$ cat src/hw/rtl/hkst_pkg.sv
`timescale 1ns / 1ps
// ----------------------------------------------------------------------------
// Held key slot tracker package
// Shared types and constants for the key slot chain and its control.
// ----------------------------------------------------------------------------
package hkst_pkg;

    // Widest supported slot table is sixteen cells
    localparam int SLOT_MAX   = 16;
    localparam int SLOT_IDX_W = 4;
    localparam int SLOT_CNT_W = 5;
    localparam int KEY_W      = 12;
    localparam int SLOT_W     = 16;

    localparam logic [SLOT_W-1:0] FORCE_MARK = 16'hFFFF;

    typedef enum logic [1:0] {
        OP_PRESS   = 2'd0,
        OP_RELEASE = 2'd1,
        OP_CLEAR   = 2'd2,
        OP_NONE    = 2'd3
    } op_t;

    typedef enum logic [1:0] {
        OUTCOME_DONE     = 2'd0,
        OUTCOME_ALREADY  = 2'd1,
        OUTCOME_FULL     = 2'd2,
        OUTCOME_NOT_HELD = 2'd3
    } outcome_t;

    typedef enum logic [1:0] {
        ST_IDLE,
        ST_SCAN,
        ST_COMMIT
    } state_t;

    typedef enum logic [2:0] {
        CMD_NONE,
        CMD_STORE,
        CMD_FREE,
        CMD_CLEAR_ALL,
        CMD_FORCE
    } cmd_kind_t;

    // Scan record handed from cell to cell
    typedef struct packed {
        logic                  hit;
        logic [SLOT_IDX_W-1:0] hit_idx;
        logic                  free;
        logic [SLOT_IDX_W-1:0] free_idx;
        logic [SLOT_CNT_W-1:0] busy;
    } scan_rec_t;

    // Update broadcast to every cell at commit
    typedef struct packed {
        cmd_kind_t             kind;
        logic [SLOT_IDX_W-1:0] idx;
        logic [SLOT_W-1:0]     key;
    } slot_cmd_t;

endpackage

$ cat src/hw/rtl/held_key_slot_tracker_unit.sv
`timescale 1ns / 1ps
// ----------------------------------------------------------------------------
// Held key slot tracker
// Records which physical keys hold one action down in a chain of key
// slot cells, and keeps press and release edge flags.
// ----------------------------------------------------------------------------
// The scan record steps through one cell a cycle, then the commit state
// writes the result word, waiting while the previous result is untaken.
// One word is scanned at a time; a new word is taken once the commit is
// done, while the previous result may still wait in the result register.
// Reset: rst_n clears every slot, the down and edge flags and the result
// valid flag at once; no clearing pass is needed.
// ----------------------------------------------------------------------------
module held_key_slot_tracker_unit
    import hkst_pkg::*;
#(
    parameter int SLOT_COUNT = 4
)
(
    input  logic        clk,
    input  logic        rst_n,
    input  logic        s_tvalid,
    output logic        s_tready,
    input  logic [15:0] s_tdata,   // [11:0] key_code, [15:12] zero
    input  logic [1:0]  s_tuser,   // [1:0] op
    output logic        m_tvalid,
    input  logic        m_tready,
    output logic [7:0]  m_tdata    // [0] held, [1] went_down_flag,
                                   // [2] went_up_flag, [4:3] outcome,
                                   // [7:5] held_count
);

    localparam int CNT_W = (SLOT_COUNT > 1) ? $clog2(SLOT_COUNT) : 1;
    localparam logic [CNT_W-1:0] LAST_STEP = CNT_W'(SLOT_COUNT - 1);

    // ------------------------------------------------------------------
    // Input capture
    // ------------------------------------------------------------------
    state_t            state_reg;
    state_t            state_next;
    logic [CNT_W-1:0]  step_reg;
    logic [CNT_W-1:0]  step_next;
    op_t               op_reg;
    logic [KEY_W-1:0]  key_reg;
    logic              accept;
    logic              commit_fire;

    logic              down_reg;
    logic              down_next;
    logic              went_down_reg;
    logic              went_down_next;
    logic              went_up_reg;
    logic              went_up_next;

    logic              out_valid_reg;
    logic [7:0]        out_data_reg;
    logic [7:0]        out_data_next;

    outcome_t          outcome;
    logic [SLOT_CNT_W-1:0] count_after;
    logic [2:0]        count_sat;
    slot_cmd_t         cmd;
    slot_cmd_t         cmd_plan;
    scan_rec_t         rec_chain [SLOT_COUNT+1];
    scan_rec_t         scan_res;
    logic [SLOT_W-1:0] scan_key;

    assign accept   = s_tvalid && s_tready;
    assign scan_key = SLOT_W'(key_reg);

    // Commit waits only while the result register is full and not being taken
    assign commit_fire = (state_reg == ST_COMMIT) && (!out_valid_reg || m_tready);

    always_ff @(posedge clk)
    begin
        if (accept)
        begin
            op_reg  <= op_t'(s_tuser);
            key_reg <= s_tdata[KEY_W-1:0];
        end
    end

    // ------------------------------------------------------------------
    // Sequencer: idle, scan through the chain, commit
    // ------------------------------------------------------------------
    always_comb
    begin
        state_next = state_reg;
        step_next  = step_reg;
        unique case (state_reg)
            ST_IDLE:
            begin
                step_next = '0;
                if (s_tvalid)
                    state_next = ST_SCAN;
            end
            ST_SCAN:
            begin
                step_next = step_reg + 1'b1;
                if (step_reg == LAST_STEP)
                    state_next = ST_COMMIT;
            end
            ST_COMMIT:
            begin
                step_next = '0;
                if (commit_fire)
                    state_next = ST_IDLE;
            end
            default:
            begin
                state_next = ST_IDLE;
                step_next  = '0;
            end
        endcase
    end

    always_comb
    begin
        s_tready = 1'b0;
        cmd      = '{kind: CMD_NONE, idx: '0, key: '0};
        unique case (state_reg)
            ST_IDLE:   s_tready = 1'b1;
            ST_SCAN:   s_tready = 1'b0;
            ST_COMMIT: if (commit_fire) cmd = cmd_plan;
            default:   s_tready = 1'b0;
        endcase
    end

    always_ff @(posedge clk or negedge rst_n)
    begin
        if (!rst_n)
        begin
            state_reg <= ST_IDLE;
            step_reg  <= '0;
        end
        else
        begin
            state_reg <= state_next;
            step_reg  <= step_next;
        end
    end

    // ------------------------------------------------------------------
    // Cell chain: the scan record enters cell 0 empty and steps one cell
    // a cycle; the last cell's record holds the lowest hit, lowest free
    // slot and the busy count.
    // ------------------------------------------------------------------
    assign rec_chain[0] = '0;

    for (genvar i = 0; i < SLOT_COUNT; i++)
    begin : g_cell
        hkst_cell #(
            .CELL_IDX (i)
        ) u_cell (
            .clk      (clk),
            .rst_n    (rst_n),
            .scan_key (scan_key),
            .rec_in   (rec_chain[i]),
            .rec_out  (rec_chain[i+1]),
            .cmd      (cmd)
        );
    end

    assign scan_res = rec_chain[SLOT_COUNT];

    // ------------------------------------------------------------------
    // Decide the slot update and flags from the finished scan
    // ------------------------------------------------------------------
    always_comb
    begin
        cmd_plan       = '{kind: CMD_NONE, idx: '0, key: scan_key};
        outcome        = OUTCOME_DONE;
        count_after    = scan_res.busy;
        down_next      = down_reg;
        went_down_next = went_down_reg;
        went_up_next   = went_up_reg;
        case (op_reg)
            OP_PRESS:
            begin
                if (key_reg == '0)
                begin
                    // Console press: force the action on
                    cmd_plan.kind  = CMD_FORCE;
                    count_after    = SLOT_CNT_W'(1);
                    down_next      = 1'b1;
                    went_down_next = 1'b1;
                end
                else if (scan_res.hit)
                begin
                    outcome = OUTCOME_ALREADY;
                end
                else if (!scan_res.free)
                begin
                    outcome = OUTCOME_FULL;
                end
                else
                begin
                    cmd_plan.kind  = CMD_STORE;
                    cmd_plan.idx   = scan_res.free_idx;
                    count_after    = scan_res.busy + 1'b1;
                    down_next      = 1'b1;
                    went_down_next = 1'b1;
                end
            end
            OP_RELEASE:
            begin
                if (key_reg == '0)
                begin
                    // Console release: drop every slot
                    cmd_plan.kind = CMD_CLEAR_ALL;
                    count_after   = '0;
                    down_next     = 1'b0;
                    went_up_next  = 1'b1;
                end
                else if (!scan_res.hit)
                begin
                    outcome = OUTCOME_NOT_HELD;
                end
                else
                begin
                    cmd_plan.kind = CMD_FREE;
                    cmd_plan.idx  = scan_res.hit_idx;
                    count_after   = scan_res.busy - 1'b1;
                    went_up_next  = 1'b1;
                    if (scan_res.busy == SLOT_CNT_W'(1))
                        down_next = 1'b0;
                end
            end
            OP_CLEAR:
            begin
                went_down_next = 1'b0;
                went_up_next   = 1'b0;
            end
            default:
            begin
                outcome = OUTCOME_DONE;
            end
        endcase
    end

    // Saturate the slot count into the three-bit field
    assign count_sat = (count_after > SLOT_CNT_W'(7)) ? 3'd7 : count_after[2:0];

    assign out_data_next = {count_sat, outcome, went_up_next, went_down_next, down_next};

    always_ff @(posedge clk or negedge rst_n)
    begin
        if (!rst_n)
        begin
            down_reg      <= 1'b0;
            went_down_reg <= 1'b0;
            went_up_reg   <= 1'b0;
            out_valid_reg <= 1'b0;
        end
        else
        begin
            if (commit_fire)
            begin
                down_reg      <= down_next;
                went_down_reg <= went_down_next;
                went_up_reg   <= went_up_next;
                out_valid_reg <= 1'b1;
            end
            else if (m_tready)
            begin
                out_valid_reg <= 1'b0;
            end
        end
    end

    // Result word register: hold until taken
    always_ff @(posedge clk)
    begin
        if (commit_fire)
            out_data_reg <= out_data_next;
    end

    assign m_tvalid = out_valid_reg;
    assign m_tdata  = out_data_reg;

    // ------------------------------------------------------------------
    // Assertions
    // ------------------------------------------------------------------
    a_held_matches_count: assert property (@(posedge clk) disable iff (!rst_n)
        out_valid_reg |-> (out_data_reg[0] == (out_data_reg[7:5] != 3'd0)))
        else $error("held flag disagrees with slot count");

    a_one_word_in_flight: assert property (@(posedge clk) disable iff (!rst_n)
        accept |=> !s_tready)
        else $error("second word taken while scan in progress");

    a_hit_implies_busy: assert property (@(posedge clk) disable iff (!rst_n)
        (state_reg == ST_COMMIT && scan_res.hit) |-> (scan_res.busy != '0))
        else $error("scan hit reported with no busy slot");

    a_cmd_only_at_commit: assert property (@(posedge clk) disable iff (!rst_n)
        (cmd.kind != CMD_NONE) |=> (state_reg == ST_IDLE && out_valid_reg))
        else $error("slot update without result word");

endmodule

$ cat src/hw/rtl/hkst_cell.sv
`timescale 1ns / 1ps
// ----------------------------------------------------------------------------
// Key slot cell
// Holds one key slot, folds it into the passing scan record and applies
// the commit command.
// ----------------------------------------------------------------------------
module hkst_cell
    import hkst_pkg::*;
#(
    parameter int CELL_IDX = 0
)
(
    input  logic              clk,
    input  logic              rst_n,
    input  logic [SLOT_W-1:0] scan_key,
    input  scan_rec_t         rec_in,
    output scan_rec_t         rec_out,
    input  slot_cmd_t         cmd
);

    localparam logic [SLOT_IDX_W-1:0] MY_IDX = SLOT_IDX_W'(CELL_IDX);

    logic [SLOT_W-1:0] slot_reg;
    logic [SLOT_W-1:0] slot_next;
    scan_rec_t         rec_reg;
    scan_rec_t         rec_next;
    logic              busy;
    logic              match;

    assign busy  = (slot_reg != '0);
    assign match = busy && (slot_reg == scan_key);

    // Fold this slot into the record: keep the lowest hit and lowest free
    always_comb
    begin
        rec_next = rec_in;
        if (!rec_in.hit && match)
        begin
            rec_next.hit     = 1'b1;
            rec_next.hit_idx = MY_IDX;
        end
        if (!rec_in.free && !busy)
        begin
            rec_next.free     = 1'b1;
            rec_next.free_idx = MY_IDX;
        end
        rec_next.busy = rec_in.busy + SLOT_CNT_W'(busy);
    end

    always_comb
    begin
        slot_next = slot_reg;
        unique case (cmd.kind)
            CMD_NONE:      slot_next = slot_reg;
            CMD_STORE:     if (cmd.idx == MY_IDX) slot_next = cmd.key;
            CMD_FREE:      if (cmd.idx == MY_IDX) slot_next = '0;
            CMD_CLEAR_ALL: slot_next = '0;
            CMD_FORCE:     slot_next = (CELL_IDX == 0) ? FORCE_MARK : '0;
            default:       slot_next = slot_reg;
        endcase
    end

    always_ff @(posedge clk or negedge rst_n)
    begin
        if (!rst_n)
        begin
            slot_reg <= '0;
        end
        else
        begin
            slot_reg <= slot_next;
        end
    end

    always_ff @(posedge clk)
    begin
        rec_reg <= rec_next;
    end

    assign rec_out = rec_reg;

endmodule
$ cat config.mk
export PLATFORM = sky130hd
export DESIGN_NAME = held_key_slot_tracker_unit
export DESIGN_NICKNAME = d
export VERILOG_FILES = /design/src/hw/rtl/hkst_pkg.sv /design/src/hw/rtl/held_key_slot_tracker_unit.sv /design/src/hw/rtl/hkst_cell.sv
export SDC_FILE = /design/constraint.sdc
export NUM_CORES = 1
export LEC_CHECK = 0
export BUFFER_PORTS_ARGS = -buffer_cell sky130_fd_sc_hd__buf_2
export CAP_MARGIN = 30
export CORE_ASPECT_RATIO = 0.5
export CORE_MARGIN = 2
export CORE_UTILIZATION = 51
export CTS_CLUSTER_DIAMETER = 60
export CTS_CLUSTER_SIZE = 10
export DETAILED_ROUTE_END_ITERATION = 8
export PLACE_DENSITY = 0.77
export SYNTH_ARGS = -nofsm -noshare
export SYNTH_HDL_FRONTEND = slang
export SYNTH_SLANG_ARGS = --single-unit
$ cat constraint.sdc
create_clock -name clk -period 2.4 [get_ports clk]
set_clock_uncertainty 0.1 [all_clocks]
set_input_delay 0.36 -clock clk [delete_from_list [all_inputs] [get_ports clk]]
set_output_delay 0.36 -clock clk [all_outputs]
set_load 0.05 [all_outputs]
==> results.toml, run 1 <==
[power]
ir_drop_uv = 385
leakage_nw = 2.71
power.density_nw_per_um2 = 721

[final_layout]
final_area_um2 = 6000
antenna_cells = 0
final_cell_mix = "dfrtp_1, xor2_1, mux2_4"
nNetsFinal = 523
final_common_cell = "dfrtp_1"
finalNonFillerCells = 634
largest_reg_flops = 49
areaGrowthSynthToFinish_pct = 14.4
drive_above_1_share_pct = 26.3

[yosys]
yosys.area.top_type_share_pct = 27.2
syn-mean-instance-area_um2 = 11.8
synth-edff-count = 22
synthesis.area_um2 = 5240
synth_nets = 477
synth.yosys.seq_area_share_pct = 50.5
synth_area_leaders = "dfrtp_1, edfxtp_1, dfxtp_1"
synth_top_flop_cell = "dfrtp_1"
ys_types = 55
ys_ff_latch = 107
synth_warnings = 0
synth-async-reset-ratio_pct = 53.3
syn_inst = 443
yosys.area.top_type = "dfrtp_1"

[sta]
fmax_ghz = 0.435
setup_viol = 0
worst_pin_slew_ps = 737
relSlewSlack_pct = 50.8
tns_ps = 0
finalMaxSlewViolations = 0
fin_crit_ps = 2300
fin_crit_sh_pct = 95.9
rsz0062_at_grt = "no"
finalHoldViolations = 0

[critical_path]
worstSetupEndpointType = "register"
r2r-start = "key_reg[2]"
arrival_ps = 2430
path_class = "reg2reg"
crit_fanout = 12
startpoint = "key_reg[2]"
timing.rr.end = "g_cell[2].u_cell.slot_reg[11]"
reg2reg_slack_ps = 100
crit_path_end = "g_cell[2].u_cell.slot_reg[11]"
worst_setup_path_start_kind = "register"
worst_r2r_path_depth = 7
crit_required_ps = 2530

[place]
dp_cells = 615
gp_congestion = 0.907
dp_hpwl_um = 7790
io_buffers = 27
place_area_um2 = 5680

[route]
via_per_inst = 5.53
met2WireLength_um = 4980
drtIter0Drc = 273
wl_met1_um = 4980
via_count = 3509
highest_layer = "met4"
wl_met3_um = 701
drt-pass1-iter-count = 8
wl_um = 10900
drc = 0
antenna_left = 0
wl_per_cell_um = 17.1

[die]
die_h_um = 75.7
start_util_pct = 51.8
chipWidth_um = 147
design.die.area_um2 = 11200
io_pins = 32
core-area_um2 = 10100
rows = 26

[clock_tree]
cts-buffers-inserted = 9
numClockSinks = 107
cts_tree = "built"
clockBufferDepth = 2
root_buffer = "clkbuf_16"
htreeDepth = 3
clock_latency_ps = 350
path_clk_slew_ps = 70

[grt]
track_usage_pct = 20.4
first_global_vias = 3391
grt_max_degree = 33
grt_pass1_wl_um = 17400
grt_overflow_total = 0
antenna_found_initial = 0

[run]
cap_violations = 0

[outcome]
status = "completed"

[worst_hold_path]
hold_start = "s_tuser[1]"
hold_class = "in2reg"
kinds of logic (layout without fill, tap and decap cells):
| family | count (synthesis) | in the layout | synth area share [%] |
|---|---|---|---|
| simple gates | 152 | 152 | 17.0 |
| flops | 107 | 107 | 50.5 |
| xor+xnor | 52 | 52 | 8.69 |
| compound gates | 49 | 49 | 6.97 |
| mux | 38 | 38 | 10.3 |
| buf+inv | 33 | 84 | 3.72 |
| fa+ha+maj | 12 | 12 | 2.86 |
worst max-delay path, cell delays in order (launching register included):
cell,delay (ps)
edfxtp_1,450
nor4_4,410
buf_4,180
nand4_2,180
nor2_2,250
nor4_4,90
buf_12,190
mux2_1,320
stage by stage:
stage	utilization, %	setup slack [ps]	hold WS (ps)	total power [W]
2_1_floorplan	-	167	-35.6	0.00267
3_3_place_gp	56.1	118	297	0.00287
3_5_place_dp	56.1	56.5	302	0.00290
4_1_cts	59.1	21.3	79.2	0.00434
5_1_grt	59.3	13.3	74.5	0.00451
6_report	59.3	99.3	85.3	0.00433
Yosys cell counts (11+ instances only):
master,instances
dfrtp_1,57
nor4_1,19
and2_1,14
nor2_1,29
edfxtp_1,22
xor2_1,33
nand3_1,11
ha_1,12
mux2_4,30
nand2_1,27
o31ai_1,12
dfxtp_1,28
xnor2_1,19
routing by layer:
| layer | global-route usage (%) | up-vias |
|---|---|---|
| met5 | 0 | - |
| met4 | 6.73 | 0 |
| met3 | 5.09 | 21 |
| met2 | 33.6 | 98 |
| met1 | 27.3 | 1734 |
| li1 | - | 1656 |
power breakdown:
group	internal (W)	switching [W]
Combinational	0.000294	0.000460
Sequential	0.00201	0.000102
Clock	0.000805	0.000652
worst min-delay path by stage:
stage / end / slack, ps / cells after the start
final: op_reg[1] / 90 / 1
after global routing: op_reg[1] / 70 / 1
after CTS: op_reg[1] / 80 / 1
after detailed placement: g_cell[3].u_cell.rec_out[10] / 300 / 1
after global placement: g_cell[3].u_cell.rec_out[10] / 300 / 1
after floorplan: down_reg / -40 / 0
layout make-up:
type / instances / area (um^2)
fillers: 788 / 4120
flip-flops and latches: 107 / 2650
multi-input cells: 303 / 2400
repair buffers: 60 / 448
clock buffers: 9 / 225
well taps: 140 / 175
clock inverters: 7 / 68.8
inverters: 8 / 30.0
timing repair:
item | in CTS | in global routing
hold endpoints to repair | 25 | 0
hold buffers | 1 | 0
setup buffers | 0 | 2
endpoints found under the setup margin | 0 | 34
gates resized for setup | 0 | 2
(Power assumes the default switching activity.)
==> run 2, diff against run 1 <==
--- a/config.mk
+++ b/config.mk
@@ -13,7 +13,8 @@
 export CTS_CLUSTER_DIAMETER = 60
 export CTS_CLUSTER_SIZE = 10
 export DETAILED_ROUTE_END_ITERATION = 8
-export PLACE_DENSITY = 0.77
+export PLACE_DENSITY = 0.78
+export SETUP_SLACK_MARGIN = 0.1
 export SYNTH_ARGS = -nofsm -noshare
 export SYNTH_HDL_FRONTEND = slang
 export SYNTH_SLANG_ARGS = --single-unit
==> results.toml, run 2 (synthesis results as in run 1) <==
[outcome]
status = "completed"

[critical_path]
slowest_stage = "edfxtp_1"
startpoint = "key_reg[11]"
worst_setup_path_start_kind = "register"
r2r-start = "key_reg[11]"
crit_required_ps = 2540
worstSetupEndpointType = "register"
worst_path_largest_cell_delay_ps = 440
crit_fanout = 12
cpMostUsedCell = "buf_4"
arrival_ps = 2400
path_class = "reg2reg"
worstPathCellList = "nor4_4 > buf_4 > nand4_2 > buf_4 > nand3_1 > nand2_1 > o31ai_1"

[power]
pwr-share-comb_pct = 19.0
power.density_nw_per_um2 = 707
ir_drop_uv = 354
p_sw_w = 0.00124
seqPwrFrac_pct = 49.2
leakage_nw = 2.74
pwr-share-clk_pct = 31.9
switching_share_pct = 28.8
internal_power_w = 0.00307

[route]
drtIter0Drc = 229
via_count = 3588
drc = 0
via_per_inst = 5.59
wl_um = 11700
drt-pass1-iter-count = 5
antenna_left = 0
wl_per_cell_um = 18.3

[clock_tree]
cts_tree = "built"
root_buffer = "clkbuf_16"
htreeDepth = 3
numClockSinks = 107
path_clk_slew_ps = 70
clock_latency_ps = 350
cts-buffers-inserted = 9
clockBufferDepth = 2

[sta]
fin_crit_ps = 2260
finalMaxSlewViolations = 0
setup_viol = 0
fin_crit_sh_pct = 94.1
rsz0062_at_grt = "yes"
worst_pin_slew_ps = 675
tns_ps = 0
fmax_ghz = 0.443
relSlewSlack_pct = 54.8
finalHoldViolations = 0
setup_ws_ps = 142

[grt]
track_usage_pct = 21.4
antenna_found_initial = 0
first_global_vias = 3435
grt_pass1_wl_um = 17700
grt_max_degree = 26
grt_overflow_total = 0

[final_layout]
fin_util_pct = 60.3
antenna_cells = 0
drive_above_1_share_pct = 29.3
areaGrowthSynthToFinish_pct = 16.4
finalNonFillerCells = 642
largest_reg_flops = 49
final_cell_mix = "dfrtp_1, buf_4, xor2_1"
final_area_um2 = 6100
final_common_cell = "dfrtp_1"
nNetsFinal = 531

[die]
io_pins = 32
start_util_pct = 51.8
rows = 26
design.die.area_um2 = 11200
core-area_um2 = 10100
chipWidth_um = 147
die_h_um = 75.7

[place]
gp_congestion = 0.850
preCtsSetupSlack_ps = -30.5
dp_cells = 619
io_buffers = 27
dp_hpwl_um = 7990
place_area_um2 = 5690

[worst_hold_path]
hold_class = "in2reg"
hold_start = "s_tdata[11]"

[run]
cap_violations = 0
## run 2: per-layer routing
| metal | global-route usage (%) | wire, um | vias up |
|---|---|---|---|
| li1 | - | - | 1669 |
| met1 | 27.1 | 5270 | 1763 |
| met2 | 35.7 | 5460 | 126 |
| met3 | 6.17 | 713 | 30 |
| met4 | 8.55 | 286 | 0 |
| met5 | 0 | 0 | - |
## run 2: critical path: cells and delay by family, from the launching register on
| kind | cells | cell delay, ps |
|---|---|---|
| compound gates | 1 | 400 |
| simple gates | 4 | 830 |
| buf+inv | 2 | 380 |
| flops | 1 | 440 |
## run 2: power by group through the flow
stage	clock [W]	combinational, W	sequential (W)
2_1_floorplan	0	0.000514	0.00215
3_3_place_gp	0	0.000738	0.00214
3_5_place_dp	0	0.000763	0.00215
4_1_cts	0.00140	0.000778	0.00212
5_1_grt	0.00146	0.000885	0.00214
6_report	0.00137	0.000819	0.00212
## run 2: final timing paths
| check | endpoint | slack, ps | depth (start not counted) |
|---|---|---|---|
| setup / recovery | g_cell[0].u_cell.slot_reg[0] | 140 | 7 |
| hold / removal | key_reg[11] | 80 | 1 |
| setup reg to reg | g_cell[0].u_cell.slot_reg[0] | 140 | 7 |
| hold reg to reg | g_cell[1].u_cell.rec_out[5] | 300 | 1 |
| max in group asynchronous | g_cell[2].u_cell.slot_reg[2] | 1130 | 3 |
| min in group asynchronous | down_reg | 400 | 2 |
## run 2: through the flow
step	hold WS, ps	total power, W
6_report	76.1	0.00431
3_3_place_gp	227	0.00288
2_1_floorplan	-35.6	0.00267
3_5_place_dp	234	0.00292
4_1_cts	68.9	0.00429
5_1_grt	67.4	0.00448
## run 2: cell type report
type / count / area (um^2)
multi-input cells: 303 / 2480
repair buffers: 68 / 495
clock buffers: 12 / 246
inverters: 8 / 30.0
well taps: 140 / 175
flip-flops and latches: 107 / 2650
fillers: 755 / 4010
clock inverters: 4 / 26.3
## run 2: timing repair
| action | 4_1_cts | 5_1_grt |
|---|---|---|
| setup buffers | 3 | 3 |
| setup endpoints to repair | 39 | 42 |
| pin swaps | 3 | 3 |
| gates resized for setup | 3 | 16 |
| hold endpoints to repair | 16 | 0 |
| hold buffers | 1 | 0 |
